### src/hdl/fhle_pkg.sv
package fhle_pkg;

  // frame and field geometry
  localparam int HEADER_BYTES = 10;
  localparam int MAX_FRAME    = 63;
  localparam int MAX_SEND     = MAX_FRAME - HEADER_BYTES;
  localparam int MOVE_CHECK   = 20;

  localparam int LEN_W  = 6;
  localparam int TYPE_W = 4;
  localparam int ACT_W  = 4;
  localparam int CFG_AW = 3;
  localparam int CID_W  = 6;
  localparam int TICK_W = 8;

  localparam int DIR_BIT = 5;
  localparam logic [TYPE_W-1:0] BUSY_CODE = 4'h8;
  localparam logic [TICK_W-1:0] RETRY_GAP = 8'd2;
  localparam logic [TICK_W-1:0] FIRST_GAP = 8'd3;

  // queue between front and back
  localparam int QDEPTH = 4;
  localparam int QAW    = $clog2(QDEPTH);

  // input opcodes
  localparam logic [1:0] OP_FRAME = 2'd0;
  localparam logic [1:0] OP_TICK  = 2'd1;
  localparam logic [1:0] OP_SEND  = 2'd2;

  // frame types in header bits 7:6
  localparam logic [1:0] PT_DATA   = 2'd0;
  localparam logic [1:0] PT_COMMIT = 2'd1;
  localparam logic [1:0] PT_ACK    = 2'd2;
  localparam logic [1:0] PT_CACK   = 2'd3;

  // result actions
  localparam logic [ACT_W-1:0] ACT_DATA        = 4'd0;
  localparam logic [ACT_W-1:0] ACT_ACK         = 4'd1;
  localparam logic [ACT_W-1:0] ACT_COMMIT      = 4'd2;
  localparam logic [ACT_W-1:0] ACT_COMMIT_ACK  = 4'd3;
  localparam logic [ACT_W-1:0] ACT_BROADCAST   = 4'd4;
  localparam logic [ACT_W-1:0] ACT_DELIVER     = 4'd5;
  localparam logic [ACT_W-1:0] ACT_DELIVER_BUF = 4'd6;
  localparam logic [ACT_W-1:0] ACT_DONE        = 4'd7;
  localparam logic [ACT_W-1:0] ACT_BUSY        = 4'd8;
  localparam logic [ACT_W-1:0] ACT_ERROR       = 4'd9;

  // configuration register indexes
  localparam logic [CFG_AW-1:0] REG_MAX_RETRIES = 3'd0;
  localparam logic [CFG_AW-1:0] REG_NETWORK_ID  = 3'd1;
  localparam logic [CFG_AW-1:0] REG_DEVICE_ID   = 3'd2;
  localparam logic [CFG_AW-1:0] REG_PARENT      = 3'd3;
  localparam logic [CFG_AW-1:0] REG_CODE_HS     = 3'd4;
  localparam logic [CFG_AW-1:0] REG_CODE_BC     = 3'd5;
  localparam logic [CFG_AW-1:0] REG_CODE_UA     = 3'd6;

  typedef struct packed {
    logic [7:0]        max_retries;
    logic [31:0]       network_id;
    logic [31:0]       device_id;
    logic [CID_W-1:0]  parent;
    logic [TYPE_W-1:0] code_hs;
    logic [TYPE_W-1:0] code_bc;
    logic [TYPE_W-1:0] code_ua;
  } cfg_t;

  // classified transaction kinds
  typedef enum logic [3:0] {
    K_TICK,
    K_ACK,
    K_ACK_BUSY,
    K_CACK,
    K_DELIVER,
    K_DATA_HS,
    K_COMMIT,
    K_SEND_HS,
    K_SEND_UA,
    K_SEND_BC
  } kind_t;

  typedef struct packed {
    kind_t             kind;
    logic [TYPE_W-1:0] typ;
    logic [LEN_W-1:0]  len;
  } item_t;

  typedef struct packed {
    logic [ACT_W-1:0]  act;
    logic [TYPE_W-1:0] typ;
    logic [LEN_W-1:0]  len;
    logic              last;
  } result_t;

  typedef struct packed {
    logic full;
    logic nonempty;
  } q_stat_t;

  typedef struct packed {
    logic pend;
  } back_stat_t;

endpackage

### src/hdl/four_way_handshake_link_engine.sv
// Path: a transaction is held in the classify register, then in a queue entry, and is then
// executed into the output register.
// Throughput: one transaction per cycle unless a stall holds it; a commit that delivers a
// buffered frame gives two results, which leave the single output register one after the other.
// Reset (rst_n low at a clock edge) empties both records, the queue and the output,
// clears the tick counter and loads the configuration registers with their defaults.
module four_way_handshake_link_engine (
  input  logic                             clk,
  input  logic                             rst_n,
  input  logic                             in_valid,
  output logic                             in_stall,
  input  logic [1:0]                       in_opcode,
  input  logic [7:0]                       in_frame_header,
  input  logic [31:0]                      in_frame_network,
  input  logic [31:0]                      in_frame_destination,
  input  logic [7:0]                       in_frame_source,
  input  logic [fhle_pkg::LEN_W-1:0]       in_frame_length,
  input  logic                             in_move_response,
  input  logic [fhle_pkg::TYPE_W-1:0]      in_send_type,
  input  logic [fhle_pkg::LEN_W-1:0]       in_send_length,
  output logic                             out_valid,
  input  logic                             out_stall,
  output logic [fhle_pkg::ACT_W-1:0]       out_action,
  output logic [fhle_pkg::TYPE_W-1:0]      out_action_type,
  output logic [fhle_pkg::LEN_W-1:0]       out_action_length,
  output logic                             out_last_result,
  input  logic                             cfg_valid,
  output logic                             cfg_ready,
  input  logic [fhle_pkg::CFG_AW-1:0]      cfg_index,
  input  logic [31:0]                      cfg_data
);

  fhle_pkg::cfg_t       cfg_r;
  fhle_pkg::q_stat_t    q_stat;
  fhle_pkg::item_t      push_item;
  fhle_pkg::item_t      pop_item;
  fhle_pkg::result_t    out_res;
  fhle_pkg::back_stat_t back_stat;
  logic                 push;
  logic                 pop;

  assign cfg_ready = 1'b1;

  // configuration registers
  always_ff @(posedge clk) begin
    if (!rst_n) begin
      cfg_r.max_retries <= 8'd3;
      cfg_r.network_id  <= '0;
      cfg_r.device_id   <= '0;
      cfg_r.parent      <= '0;
      cfg_r.code_hs     <= 4'd0;
      cfg_r.code_bc     <= 4'd1;
      cfg_r.code_ua     <= 4'd2;
    end else if (cfg_valid && cfg_ready) begin
      unique case (cfg_index)
        fhle_pkg::REG_MAX_RETRIES: cfg_r.max_retries <= cfg_data[7:0];
        fhle_pkg::REG_NETWORK_ID:  cfg_r.network_id  <= cfg_data;
        fhle_pkg::REG_DEVICE_ID:   cfg_r.device_id   <= cfg_data;
        fhle_pkg::REG_PARENT:      cfg_r.parent      <= cfg_data[fhle_pkg::CID_W-1:0];
        fhle_pkg::REG_CODE_HS:     cfg_r.code_hs     <= cfg_data[fhle_pkg::TYPE_W-1:0];
        fhle_pkg::REG_CODE_BC:     cfg_r.code_bc     <= cfg_data[fhle_pkg::TYPE_W-1:0];
        fhle_pkg::REG_CODE_UA:     cfg_r.code_ua     <= cfg_data[fhle_pkg::TYPE_W-1:0];
        default: ;
      endcase
    end
  end

  fhle_front u_front (
    .clk                  (clk),
    .rst_n                (rst_n),
    .cfg                  (cfg_r),
    .in_valid             (in_valid),
    .in_stall             (in_stall),
    .in_opcode            (in_opcode),
    .in_frame_header      (in_frame_header),
    .in_frame_network     (in_frame_network),
    .in_frame_destination (in_frame_destination),
    .in_frame_source      (in_frame_source),
    .in_frame_length      (in_frame_length),
    .in_move_response     (in_move_response),
    .in_send_type         (in_send_type),
    .in_send_length       (in_send_length),
    .q_stat               (q_stat),
    .push                 (push),
    .push_item            (push_item)
  );

  fhle_queue u_queue (
    .clk       (clk),
    .rst_n     (rst_n),
    .push      (push),
    .push_item (push_item),
    .pop       (pop),
    .pop_item  (pop_item),
    .q_stat    (q_stat)
  );

  fhle_back u_back (
    .clk       (clk),
    .rst_n     (rst_n),
    .cfg       (cfg_r),
    .q_stat    (q_stat),
    .q_item    (pop_item),
    .pop       (pop),
    .out_stall (out_stall),
    .out_valid (out_valid),
    .out_res   (out_res),
    .stat      (back_stat)
  );

  assign out_action        = out_res.act;
  assign out_action_type   = out_res.typ;
  assign out_action_length = out_res.len;
  assign out_last_result   = out_res.last;

`ifndef SYNTH
  // a held second result always sits behind a valid first one
  a_pend_behind_out: assert property (@(posedge clk) disable iff (!rst_n)
    back_stat.pend |-> out_valid)
    else $error("second result held with output register empty");

  // a first result that leaves is followed at once by the final one
  a_pair_follows: assert property (@(posedge clk) disable iff (!rst_n)
    out_valid && !out_last_result && !out_stall |=> out_valid && out_last_result)
    else $error("second result of a transaction missing");

  // the queue is never full and empty at once
  a_queue_sane: assert property (@(posedge clk) disable iff (!rst_n)
    q_stat.full |-> q_stat.nonempty)
    else $error("queue status inconsistent");

  // the back end never takes work while a second result is still held
  a_no_pop_while_pend: assert property (@(posedge clk) disable iff (!rst_n)
    back_stat.pend |-> !pop)
    else $error("transaction taken while a result is held");
`endif

endmodule

### src/hdl/fhle_front.sv
module fhle_front (
  input  logic                             clk,
  input  logic                             rst_n,
  input  fhle_pkg::cfg_t                   cfg,
  input  logic                             in_valid,
  output logic                             in_stall,
  input  logic [1:0]                       in_opcode,
  input  logic [7:0]                       in_frame_header,
  input  logic [31:0]                      in_frame_network,
  input  logic [31:0]                      in_frame_destination,
  input  logic [7:0]                       in_frame_source,
  input  logic [fhle_pkg::LEN_W-1:0]       in_frame_length,
  input  logic                             in_move_response,
  input  logic [fhle_pkg::TYPE_W-1:0]      in_send_type,
  input  logic [fhle_pkg::LEN_W-1:0]       in_send_length,
  input  fhle_pkg::q_stat_t                q_stat,
  output logic                             push,
  output fhle_pkg::item_t                  push_item
);

  logic                          f_valid_r;
  fhle_pkg::item_t               f_item_r;
  fhle_pkg::item_t               item_nxt;
  logic                          keep;
  logic                          accept;
  logic                          load;
  logic                          frame_ok;
  logic [1:0]                    ptype;
  logic [fhle_pkg::TYPE_W-1:0]   tt;
  logic [fhle_pkg::LEN_W-1:0]    sl;

  assign ptype = in_frame_header[7:6];
  assign tt    = in_frame_header[fhle_pkg::TYPE_W-1:0];

  // address filter: length, network, then direction, device and parent
  always_comb begin
    frame_ok = (in_frame_length >= fhle_pkg::LEN_W'(fhle_pkg::HEADER_BYTES)) &&
               (in_frame_network == cfg.network_id);
    if (tt != cfg.code_bc) begin
      if (!in_frame_header[fhle_pkg::DIR_BIT]) frame_ok = 1'b0;
      if (in_frame_destination != cfg.device_id) frame_ok = 1'b0;
      if ((in_frame_source[fhle_pkg::CID_W-1:0] != cfg.parent) &&
          (in_frame_length > fhle_pkg::LEN_W'(fhle_pkg::MOVE_CHECK)) &&
          !in_move_response) frame_ok = 1'b0;
    end
  end

  // clamp send length to the payload room of one frame
  assign sl = (in_send_length > fhle_pkg::LEN_W'(fhle_pkg::MAX_SEND)) ?
              fhle_pkg::LEN_W'(fhle_pkg::MAX_SEND) : in_send_length;

  // classify the transaction; drop what can never give a result
  always_comb begin
    keep          = 1'b0;
    item_nxt.kind = fhle_pkg::K_TICK;
    item_nxt.typ  = tt;
    item_nxt.len  = '0;
    unique case (in_opcode)
      fhle_pkg::OP_FRAME: begin
        if (frame_ok) begin
          unique case (ptype)
            fhle_pkg::PT_ACK: begin
              keep          = 1'b1;
              item_nxt.kind = (tt == fhle_pkg::BUSY_CODE) ? fhle_pkg::K_ACK_BUSY
                                                          : fhle_pkg::K_ACK;
            end
            fhle_pkg::PT_CACK: begin
              keep          = 1'b1;
              item_nxt.kind = fhle_pkg::K_CACK;
            end
            fhle_pkg::PT_DATA: begin
              if (tt == cfg.code_ua || tt == cfg.code_bc) begin
                keep          = 1'b1;
                item_nxt.kind = fhle_pkg::K_DELIVER;
                item_nxt.len  = in_frame_length - fhle_pkg::LEN_W'(fhle_pkg::HEADER_BYTES);
              end else if (tt == cfg.code_hs) begin
                keep          = 1'b1;
                item_nxt.kind = fhle_pkg::K_DATA_HS;
                item_nxt.len  = (in_frame_length > fhle_pkg::LEN_W'(fhle_pkg::MAX_FRAME)) ?
                                fhle_pkg::LEN_W'(fhle_pkg::MAX_FRAME) : in_frame_length;
              end
            end
            fhle_pkg::PT_COMMIT: begin
              keep          = 1'b1;
              item_nxt.kind = fhle_pkg::K_COMMIT;
            end
            default: keep = 1'b0;
          endcase
        end
      end
      fhle_pkg::OP_TICK: begin
        keep          = 1'b1;
        item_nxt.kind = fhle_pkg::K_TICK;
      end
      fhle_pkg::OP_SEND: begin
        item_nxt.typ = in_send_type;
        item_nxt.len = sl;
        if (in_send_type == cfg.code_hs) begin
          keep          = 1'b1;
          item_nxt.kind = fhle_pkg::K_SEND_HS;
        end else if (in_send_type == cfg.code_ua) begin
          keep          = 1'b1;
          item_nxt.kind = fhle_pkg::K_SEND_UA;
        end else if (in_send_type == cfg.code_bc) begin
          keep          = 1'b1;
          item_nxt.kind = fhle_pkg::K_SEND_BC;
        end
      end
      default: keep = 1'b0;
    endcase
  end

  // hold the classified transaction until the queue has room
  assign push     = f_valid_r && !q_stat.full;
  assign load     = !f_valid_r || !q_stat.full;
  assign in_stall = !load;
  assign accept   = in_valid && load;
  assign push_item = f_item_r;

  always_ff @(posedge clk) begin
    if (!rst_n) begin
      f_valid_r <= 1'b0;
    end else if (load) begin
      f_valid_r <= accept && keep;
    end
  end

  always_ff @(posedge clk) begin
    if (load && accept) begin
      f_item_r <= item_nxt;
    end
  end

endmodule

### src/hdl/fhle_queue.sv
module fhle_queue (
  input  logic              clk,
  input  logic              rst_n,
  input  logic              push,
  input  fhle_pkg::item_t   push_item,
  input  logic              pop,
  output fhle_pkg::item_t   pop_item,
  output fhle_pkg::q_stat_t q_stat
);

  fhle_pkg::item_t              mem [fhle_pkg::QDEPTH];
  logic [fhle_pkg::QAW-1:0]     wr_ptr_r;
  logic [fhle_pkg::QAW-1:0]     rd_ptr_r;
  logic [fhle_pkg::QAW:0]       cnt_r;
  logic                         do_push;
  logic                         do_pop;

  assign q_stat.full     = (cnt_r == (fhle_pkg::QAW+1)'(fhle_pkg::QDEPTH));
  assign q_stat.nonempty = (cnt_r != '0);
  assign do_push         = push && !q_stat.full;
  assign do_pop          = pop && q_stat.nonempty;
  assign pop_item        = mem[rd_ptr_r];

  // advance pointers and occupancy
  always_ff @(posedge clk) begin
    if (!rst_n) begin
      wr_ptr_r <= '0;
      rd_ptr_r <= '0;
      cnt_r    <= '0;
    end else begin
      if (do_push) wr_ptr_r <= wr_ptr_r + 1'b1;
      if (do_pop)  rd_ptr_r <= rd_ptr_r + 1'b1;
      if (do_push && !do_pop)      cnt_r <= cnt_r + 1'b1;
      else if (do_pop && !do_push) cnt_r <= cnt_r - 1'b1;
    end
  end

  // store the entry
  always_ff @(posedge clk) begin
    if (do_push) begin
      mem[wr_ptr_r] <= push_item;
    end
  end

endmodule

### src/hdl/fhle_back.sv
module fhle_back (
  input  logic                 clk,
  input  logic                 rst_n,
  input  fhle_pkg::cfg_t       cfg,
  input  fhle_pkg::q_stat_t    q_stat,
  input  fhle_pkg::item_t      q_item,
  output logic                 pop,
  input  logic                 out_stall,
  output logic                 out_valid,
  output fhle_pkg::result_t    out_res,
  output fhle_pkg::back_stat_t stat
);

  // link records
  logic [fhle_pkg::TICK_W-1:0] tick_r, tick_nxt;
  logic                        tx_full_r, tx_full_nxt;
  logic                        tx_comm_r, tx_comm_nxt;
  logic [fhle_pkg::LEN_W-1:0]  tx_len_r, tx_len_nxt;
  logic [fhle_pkg::TYPE_W-1:0] tx_kind_r, tx_kind_nxt;
  logic [fhle_pkg::TICK_W-1:0] tx_dl_r, tx_dl_nxt;
  logic [7:0]                  tx_retry_r, tx_retry_nxt;
  logic                        rx_full_r, rx_full_nxt;
  logic [fhle_pkg::LEN_W-1:0]  rx_len_r, rx_len_nxt;
  logic [fhle_pkg::TYPE_W-1:0] rx_kind_r, rx_kind_nxt;

  // output register and second-result holding stage
  logic                        out_valid_r;
  fhle_pkg::result_t           out_r;
  logic                        pend_r;
  fhle_pkg::result_t           pend_res_r;

  fhle_pkg::result_t           r0;
  fhle_pkg::result_t           r1;
  logic [1:0]                  n_res;
  logic                        out_free;
  logic                        take;
  logic [fhle_pkg::TICK_W-1:0] tick_inc;

  assign out_free  = !out_valid_r || !out_stall;
  assign take      = q_stat.nonempty && !pend_r && out_free;
  assign pop       = take;
  assign out_valid = out_valid_r;
  assign out_res   = out_r;
  assign stat.pend = pend_r;
  assign tick_inc  = tick_r + 1'b1;

  // execute one transaction against the records
  always_comb begin
    tick_nxt     = tick_r;
    tx_full_nxt  = tx_full_r;
    tx_comm_nxt  = tx_comm_r;
    tx_len_nxt   = tx_len_r;
    tx_kind_nxt  = tx_kind_r;
    tx_dl_nxt    = tx_dl_r;
    tx_retry_nxt = tx_retry_r;
    rx_full_nxt  = rx_full_r;
    rx_len_nxt   = rx_len_r;
    rx_kind_nxt  = rx_kind_r;
    n_res        = 2'd0;
    r0           = '0;
    r1           = '0;
    unique case (q_item.kind)
      fhle_pkg::K_TICK: begin
        tick_nxt = tick_inc;
        if (tx_full_r && tx_dl_r == tick_inc) begin
          n_res = 2'd1;
          if (tx_retry_r == '0) begin
            tx_retry_nxt = '1;
            tx_full_nxt  = 1'b0;
            r0.act = fhle_pkg::ACT_ERROR;
            r0.typ = tx_kind_r;
          end else begin
            tx_retry_nxt = tx_retry_r - 1'b1;
            tx_dl_nxt    = tick_inc + fhle_pkg::RETRY_GAP;
            if (tx_comm_r) begin
              r0.act = fhle_pkg::ACT_COMMIT;
              r0.typ = cfg.code_hs;
            end else begin
              r0.act = fhle_pkg::ACT_DATA;
              r0.typ = tx_kind_r;
              r0.len = tx_len_r;
            end
          end
        end
      end
      fhle_pkg::K_ACK: begin
        if (tx_full_r) begin
          n_res        = 2'd1;
          tx_retry_nxt = cfg.max_retries;
          tx_comm_nxt  = 1'b1;
          tx_dl_nxt    = tick_r + fhle_pkg::RETRY_GAP;
          r0.act       = fhle_pkg::ACT_COMMIT;
          r0.typ       = cfg.code_hs;
        end
      end
      fhle_pkg::K_ACK_BUSY: begin
        if (tx_full_r) begin
          n_res        = 2'd1;
          tx_retry_nxt = cfg.max_retries;
          tx_dl_nxt    = tick_r + fhle_pkg::FIRST_GAP;
          r0.act       = fhle_pkg::ACT_BUSY;
          r0.typ       = fhle_pkg::BUSY_CODE;
        end
      end
      fhle_pkg::K_CACK: begin
        n_res       = 2'd1;
        tx_full_nxt = 1'b0;
        r0.act      = fhle_pkg::ACT_DONE;
        r0.typ      = tx_kind_r;
      end
      fhle_pkg::K_DELIVER: begin
        n_res  = 2'd1;
        r0.act = fhle_pkg::ACT_DELIVER;
        r0.typ = q_item.typ;
        r0.len = q_item.len;
      end
      fhle_pkg::K_DATA_HS: begin
        n_res  = 2'd1;
        r0.act = fhle_pkg::ACT_ACK;
        r0.typ = rx_kind_r;
        if (!rx_full_r) begin
          rx_full_nxt = 1'b1;
          rx_len_nxt  = q_item.len;
          rx_kind_nxt = q_item.typ;
          r0.typ      = q_item.typ;
        end
      end
      fhle_pkg::K_COMMIT: begin
        if (rx_full_r) begin
          n_res       = 2'd2;
          rx_full_nxt = 1'b0;
          r0.act      = fhle_pkg::ACT_DELIVER_BUF;
          r0.typ      = rx_kind_r;
          r0.len      = (rx_len_r >= fhle_pkg::LEN_W'(fhle_pkg::HEADER_BYTES)) ?
                        rx_len_r - fhle_pkg::LEN_W'(fhle_pkg::HEADER_BYTES) : '0;
          r1.act      = fhle_pkg::ACT_COMMIT_ACK;
          r1.typ      = cfg.code_hs;
        end else begin
          n_res  = 2'd1;
          r0.act = fhle_pkg::ACT_COMMIT_ACK;
          r0.typ = cfg.code_hs;
        end
      end
      fhle_pkg::K_SEND_HS: begin
        n_res  = 2'd1;
        r0.typ = q_item.typ;
        if (tx_full_r) begin
          r0.act = fhle_pkg::ACT_BUSY;
        end else begin
          tx_full_nxt  = 1'b1;
          tx_comm_nxt  = 1'b0;
          tx_len_nxt   = q_item.len;
          tx_kind_nxt  = q_item.typ;
          tx_retry_nxt = cfg.max_retries;
          tx_dl_nxt    = tick_r + fhle_pkg::FIRST_GAP;
          r0.act       = fhle_pkg::ACT_DATA;
          r0.len       = q_item.len;
        end
      end
      fhle_pkg::K_SEND_UA: begin
        n_res  = 2'd1;
        r0.act = fhle_pkg::ACT_DATA;
        r0.typ = q_item.typ;
        r0.len = q_item.len;
      end
      fhle_pkg::K_SEND_BC: begin
        n_res  = 2'd1;
        r0.act = fhle_pkg::ACT_BROADCAST;
        r0.typ = q_item.typ;
        r0.len = q_item.len;
      end
      default: n_res = 2'd0;
    endcase
    r0.last = (n_res == 2'd1);
    r1.last = 1'b1;
  end

  // update records on every transaction taken from the queue
  always_ff @(posedge clk) begin
    if (!rst_n) begin
      tick_r     <= '0;
      tx_full_r  <= 1'b0;
      tx_comm_r  <= 1'b0;
      tx_len_r   <= '0;
      tx_kind_r  <= '0;
      tx_dl_r    <= '0;
      tx_retry_r <= '0;
      rx_full_r  <= 1'b0;
      rx_len_r   <= '0;
      rx_kind_r  <= '0;
    end else if (take) begin
      tick_r     <= tick_nxt;
      tx_full_r  <= tx_full_nxt;
      tx_comm_r  <= tx_comm_nxt;
      tx_len_r   <= tx_len_nxt;
      tx_kind_r  <= tx_kind_nxt;
      tx_dl_r    <= tx_dl_nxt;
      tx_retry_r <= tx_retry_nxt;
      rx_full_r  <= rx_full_nxt;
      rx_len_r   <= rx_len_nxt;
      rx_kind_r  <= rx_kind_nxt;
    end
  end

  // output register: the held second result goes first, then new work
  always_ff @(posedge clk) begin
    if (!rst_n) begin
      out_valid_r <= 1'b0;
      pend_r      <= 1'b0;
    end else if (pend_r && out_free) begin
      out_valid_r <= 1'b1;
      pend_r      <= 1'b0;
    end else if (take) begin
      out_valid_r <= (n_res != 2'd0);
      pend_r      <= (n_res == 2'd2);
    end else if (out_free) begin
      out_valid_r <= 1'b0;
    end
  end

  always_ff @(posedge clk) begin
    if (pend_r && out_free) begin
      out_r <= pend_res_r;
    end else if (take) begin
      out_r      <= r0;
      pend_res_r <= r1;
    end
  end

endmodule

### config.mk
export PLATFORM = sky130hd
export DESIGN_NAME = four_way_handshake_link_engine
export DESIGN_NICKNAME = d
export VERILOG_FILES = /design/src/hdl/fhle_pkg.sv /design/src/hdl/four_way_handshake_link_engine.sv /design/src/hdl/fhle_front.sv /design/src/hdl/fhle_queue.sv /design/src/hdl/fhle_back.sv
export SDC_FILE = /design/constraint.sdc
export NUM_CORES = 1
export LEC_CHECK = 0
export ABC_AREA = 0
export ABC_CLOCK_PERIOD_IN_PS = 5950
export BUFFER_PORTS_ARGS = -buffer_cell sky130_fd_sc_hd__clkbuf_2
export CORE_UTILIZATION = 40
export CTS_CLUSTER_DIAMETER = 80
export DETAILED_ROUTE_END_ITERATION = 6
export PLACE_DENSITY = 0.61
export SYNTH_ARGS = -nofsm -noshare
export SYNTH_HDL_FRONTEND = slang
export SYNTH_SLANG_ARGS = --single-unit
### constraint.sdc
create_clock -name clk -period 5.95 [get_ports clk]
set_input_delay 1.4875 -clock clk [delete_from_list [all_inputs] [get_ports clk]]
set_output_delay 1.4875 -clock clk [all_outputs]
set_load 0.05 [all_outputs]
Word-level counts from Yosys, hierarchy flattened

Memories as Yosys holds them, arrays and structs flattened. A register that Yosys moved wholly into a read port is not among the register bits.
Index checks and enable logic that the tools add are counted.

Register bits after elaboration: 184
Latch bits: 0
Bits in writable memories: 56
Bits in read-only memories: 0
Input port bits: 139
Memories: 1

Memories:

| memory      | depth | bits a word | rd ports | clocked after Yosys merged registers in | write ports | line             | text |
|---|---|---|---|---|---|---|---|
| u_queue.mem | 4     | 14          | 1        | 1                                       | 1           | fhle_queue.sv:11 | `fhle_pkg::item_t mem [fhle_pkg::QDEPTH];` |

Add/subtract/negate cells: 11
Multiply operators: 0
Divide/modulo/power cells: 0
Order comparisons: 5
Equality and inequality tests: 42
Shift operators: 0
Mux-type cells: 78
Bitwise operators: 4
Reduce and logical (&&, ||, !) cells: 65

Operator list:

| operator            | number |
|---|---|
| $mux 8              | 11 |
| $mux 6              | 14 |
| $pmux 8 s10         | 1 |
| $eq 32x32->1        | 1 |
| $mux 4              | 8 |
| $ne 32x32->1        | 1 |
| $pmux 8 s4          | 1 |
| $mux 15             | 2 |
| $add 8x2->8 const B | 3 |
| $eq 4x4->1          | 6 |
| $pmux 6 s4          | 1 |
| $pmux 8 s3          | 1 |
| $reduce_and 2->1    | 12 |
| $mux 1              | 21 |
| $eq 4x3->1 const B  | 4 |
| $pmux 4 s4          | 1 |
| $logic_and 1x1->1   | 15 |
| $mux 14             | 1 |
| $eq 3x3->1 const B  | 4 |
| $eq 4x4->1 const B  | 3 |
| $ge 6x4->1 const B  | 2 |
| $gt 6x6->1 const B  | 2 |
| $pmux 6 s2          | 1 |
| $reduce_bool 3->1   | 4 |
| 41 further kinds    | 85 |

Depth between registers and ports, before layout

Depth after elaboration: 9
Mapped depth: 13
Gate-level depth less buffers: 10

Modules after synthesis

Synthesis repeated with hierarchy kept, for this count alone.

Cells, all modules: 1241
Area total of the unflattened synthesis: 12401.9 µm²

By module, submodules not included:

| module                         | times used | cells each | area each (µm²) | seq. area each (µm²) |
|---|---|---|---|---|
| fhle_back                      | 1          | 538        | 4453.0          | 1581.5 |
| four_way_handshake_link_engine | 1          | 338        | 3387.0          | 1801.7 |
| fhle_queue                     | 1          | 121        | 2523.7          | 1861.8 |
| fhle_front                     | 1          | 244        | 2038.2          | 440.4 |

Worst setup path after synthesis

Ideal clock, no wire load.

Kind: input to register
From: input port out_stall
To: register u_back.tx_kind_r[3] (netlist name)
Arrival time: 3.354 ns
Required time: 5.822 ns
Setup slack: 2.469 ns
Cell stages on the path: 9
Path buffers: 1
Cells stage by stage: a21oi_1 -> and2_1 -> clkbuf_1 -> clkinv_1 -> nor2_1 -> nand3_1 -> nor2_2 -> mux2i_1 -> nor2_1

Cells in the longest elaborated chain, start to end: 4

Ends and longest elaborated chain:

| what                       | line                                 | text |
|---|---|---|
| start, declared            | four_way_handshake_link_engine.sv:22 | `input logic out_stall,` |
| $logic_not 1->1            | fhle_back.sv:39                      | `assign out_free = !out_valid_r \|\| !out_stall;` |
| $logic_or 1x1->1           | fhle_back.sv:39                      |  |
| $logic_and 1x1->1          | fhle_back.sv:40                      | `assign take = q_stat.nonempty && !pend_r && out_free;` |
| $reduce_and 3->1 (no line) | --                                   |  |
| end signal, assigned       | fhle_back.sv:196                     | `tx_kind_r <= tx_kind_nxt;` |
| end, declared              | fhle_back.sv:19                      | `logic [fhle_pkg::TYPE_W-1:0] tx_kind_r, tx_kind_nxt;` |

No other way between the ends.
A chain may end at the register's enable or synchronous reset.

==> out/qor.csv <==
metric,value,unit
critical-path-top-delay-family,flip-flops,
drtIter0Drc,592,
crit_path_top_delay_cell,dfxtp_1,
max_freq,0.254,GHz
tightest_slew,1.15,ns
drive_gt1_share,16.7,%
layout_common_cells,"nand2_1 (205), clkbuf_2 (152), dfxtp_1 (149), a21oi_1 (115), nor2_1 (101)",
final_util,47.3,%
io_buffers,152,
fin_crit_sh,66.2,%
gp_congestion,0.909,
clockBufferDepth,3,
layoutNonFillerInstCount,1763,
end_kind,flip-flop,
worstSetupPathType,flip-flop to flip-flop,
cp_cell_sequence,"mux4_2, or4b_1, o21ai_0, ha_1, a21oi_1, a31oi_1, o21ai_0, xor2_1, a211oi_1",
ir_worst_vdd,0.241,mV
cts_root_buf,clkbuf_16,
p_per_area,371,mW/mm^2
cts.sinks,239,
avgSynthCellArea,9.56,sq um
critPathMaxFanout,24,
antenna_cells,0,
synth_nets,1395,
numCtsBuffers,26,
yosys_register_bits,239,
num_vias,9263,
clockPowerShare,30.5,%
start_util,41.0,%
synth-seq-area-share,47.9,%
cts_tree,built,
drt_pre_antenna_iters,6,
die_height,174,microns
slew_viol_final,0,
htree_levels,1,
cp.buffers_inverters,0,
grt_pass1_vias,9008,
whs,0.459,ns
cts_setup_buffers,0,
die_w,174,microns
max_stage_delay,0.92,ns
hold_class,flip-flop to flip-flop,
ys_async_sr_fraction,0,%
fin_nets,1512,
cp_common_cell,o21ai_0,
synthCells,1242,
overflow,0,
grt_max_degree,60,
crit_required,6.40,ns
via_per_inst,5.25,
crit_path_start_kind,flip-flop,
insertion_delay,0.53,ns
rsz0062_at_grt,false,
dpl.hpwl,21700,microns
layout_commonest_cell,nand2_1,
ys.warnings.count,0,
sw_frac_of_total,35.1,%
hold_violations,0,
ant_nets,0,
drc,0,
cap_violations,0,
period_minus_slack,3.94,ns
pwr-share-comb,29.3,%
p_int,3.30,mW
finalClockSkew,0.0101,ns
cts_resized,0,
synth_cell_type_count,72,
hold_buffers,0,
num_rows,62,
status,"complete, no violations",
setup_viol,0,
syn_to_final_growth,15.3,%
grt_pass1_wl,47500,microns
grt.total_usage,19.5,%
p_sw,1.78,mW
p_seq_share,40.2,%
ios,157,
antenna_found_initial,0,
crit_arrival,4.39,ns
core,0.0289,sq mm
slew_headroom,23.0,%
syn_area,0.0119,sq mm
power_leakage,5.10,nW
die_area,0.0304,sq mm
synth_edf_count,90,
drt-wirelength-per-cell,16.8,microns
synth_ff_type,dfxtp_1,
clkTransAtPathRegs,0.06,ns
dpl.cell_count,1715,
wl,29500,microns
fin_setup_tns,0,ns
==> synthesized netlist by cell type (13+ instances only) <==
cell type | instances | area [sq um]
nor3_1 | 19 | 95.1
o21ai_0 | 34 | 170
nor2_1 | 101 | 379
dfxtp_1 | 149 | 2980
a21oi_1 | 115 | 576
xnor2_1 | 71 | 622
ha_1 | 13 | 163
nand3_1 | 22 | 110
nand4_1 | 23 | 144
inv_1 | 22 | 82.6
mux4_2 | 14 | 315
edfxtp_1 | 90 | 2700
clkbuf_1 | 48 | 180
nand2_1 | 205 | 769
xor2_1 | 63 | 552
mux2i_1 | 49 | 490
and2_1 | 18 | 113
==> routing by layer <==
metal / part of all wire (%) / vias to the layer above / track usage (%)
met5: 0 / - / 0
met4: 3.0 / 0 / 6.69
met3: 6.3 / 51 / 4.31
met2: 46 / 248 / 31.5
met1: 45 / 4344 / 25.7
li1: - / 4620 / -
==> worst reg2reg max path: stages (launching register included) <==
cell      delay, ns
dfxtp_1        0.92
mux4_2         0.85
or4b_1         0.80
o21ai_0        0.30
ha_1           0.29
a21oi_1        0.06
a31oi_1        0.15
o21ai_0        0.11
xor2_1         0.16
a211oi_1       0.22
==> power by group through the flow <==
stage                     Combinational (mW)  Clock, mW  Sequential (mW)
final                                   1.49       1.55             2.04
after global routing                    1.63       1.64             2.07
after floorplan                        0.992          0             2.20
after detailed placement                1.48          0             2.08
after CTS                               1.49       1.57             2.05
after global placement                  1.46          0             2.08
==> worst paths after layout <==
path / from / to / slack, ns / cells past startpoint
worst max-delay path: flip-flop / u_back.tx_dl_r[3] / 2.01 / 9
worst min-delay path: cfg_r[87] / cfg_r[87] / 0.46 / 2
worst max register to register: flip-flop / u_back.tx_dl_r[3] / 2.01 / 9
worst min register to register: cfg_r[87] / cfg_r[87] / 0.46 / 2
==> kinds of logic after synthesis <==
group	count (synthesis)	synth area share [%]
AOI/OAI and AO/OA	233	11.8
xor gates and xnor gates	135	10.1
adders and majority gates	14	1.54
buffers and inverters	91	3.18
DFF	239	47.9
muxes	70	7.45
other	1	0.0316
and+or+nand+nor	459	18.1
==> through the flow <==
| stage | power (mW) | setup WS (ns) | instance area (sq um) |
|---|---|---|---|
| floorplan | 3.20 | 2.47 | 11900 |
| global placement | 3.53 | 1.83 | 12900 |
| detailed placement | 3.56 | 1.85 | 12900 |
| CTS | 5.11 | 1.93 | 13700 |
| global route | 5.34 | 1.61 | 13700 |
| finish | 5.08 | 2.01 | 13700 |
==> cell type report <==
cell class,instances,area (sq um)
multi-input cells,912,5810
fillers,2722,15200
clock inverters,20,148
well taps,384,480
inverters,24,92.6
clock buffers,28,679
repair buffers,156,791
flip-flops and latches,239,5690
==> flip-flops by register name, indices dropped and copies added (netlist names), 5 cells and up, named ones only <==
register           cells
u_back.tx_dl_r         8
u_back.pend_res_r      5
u_back.tx_retry_r      8
cfg_r                 90
u_front.push_item     14
u_back.tick_r          8
u_back.out_res        15
u_back.rx_len_r        6
u_back.tx_len_r        6
u_queue.mem           56
Power figures use the tool's default switching activity.
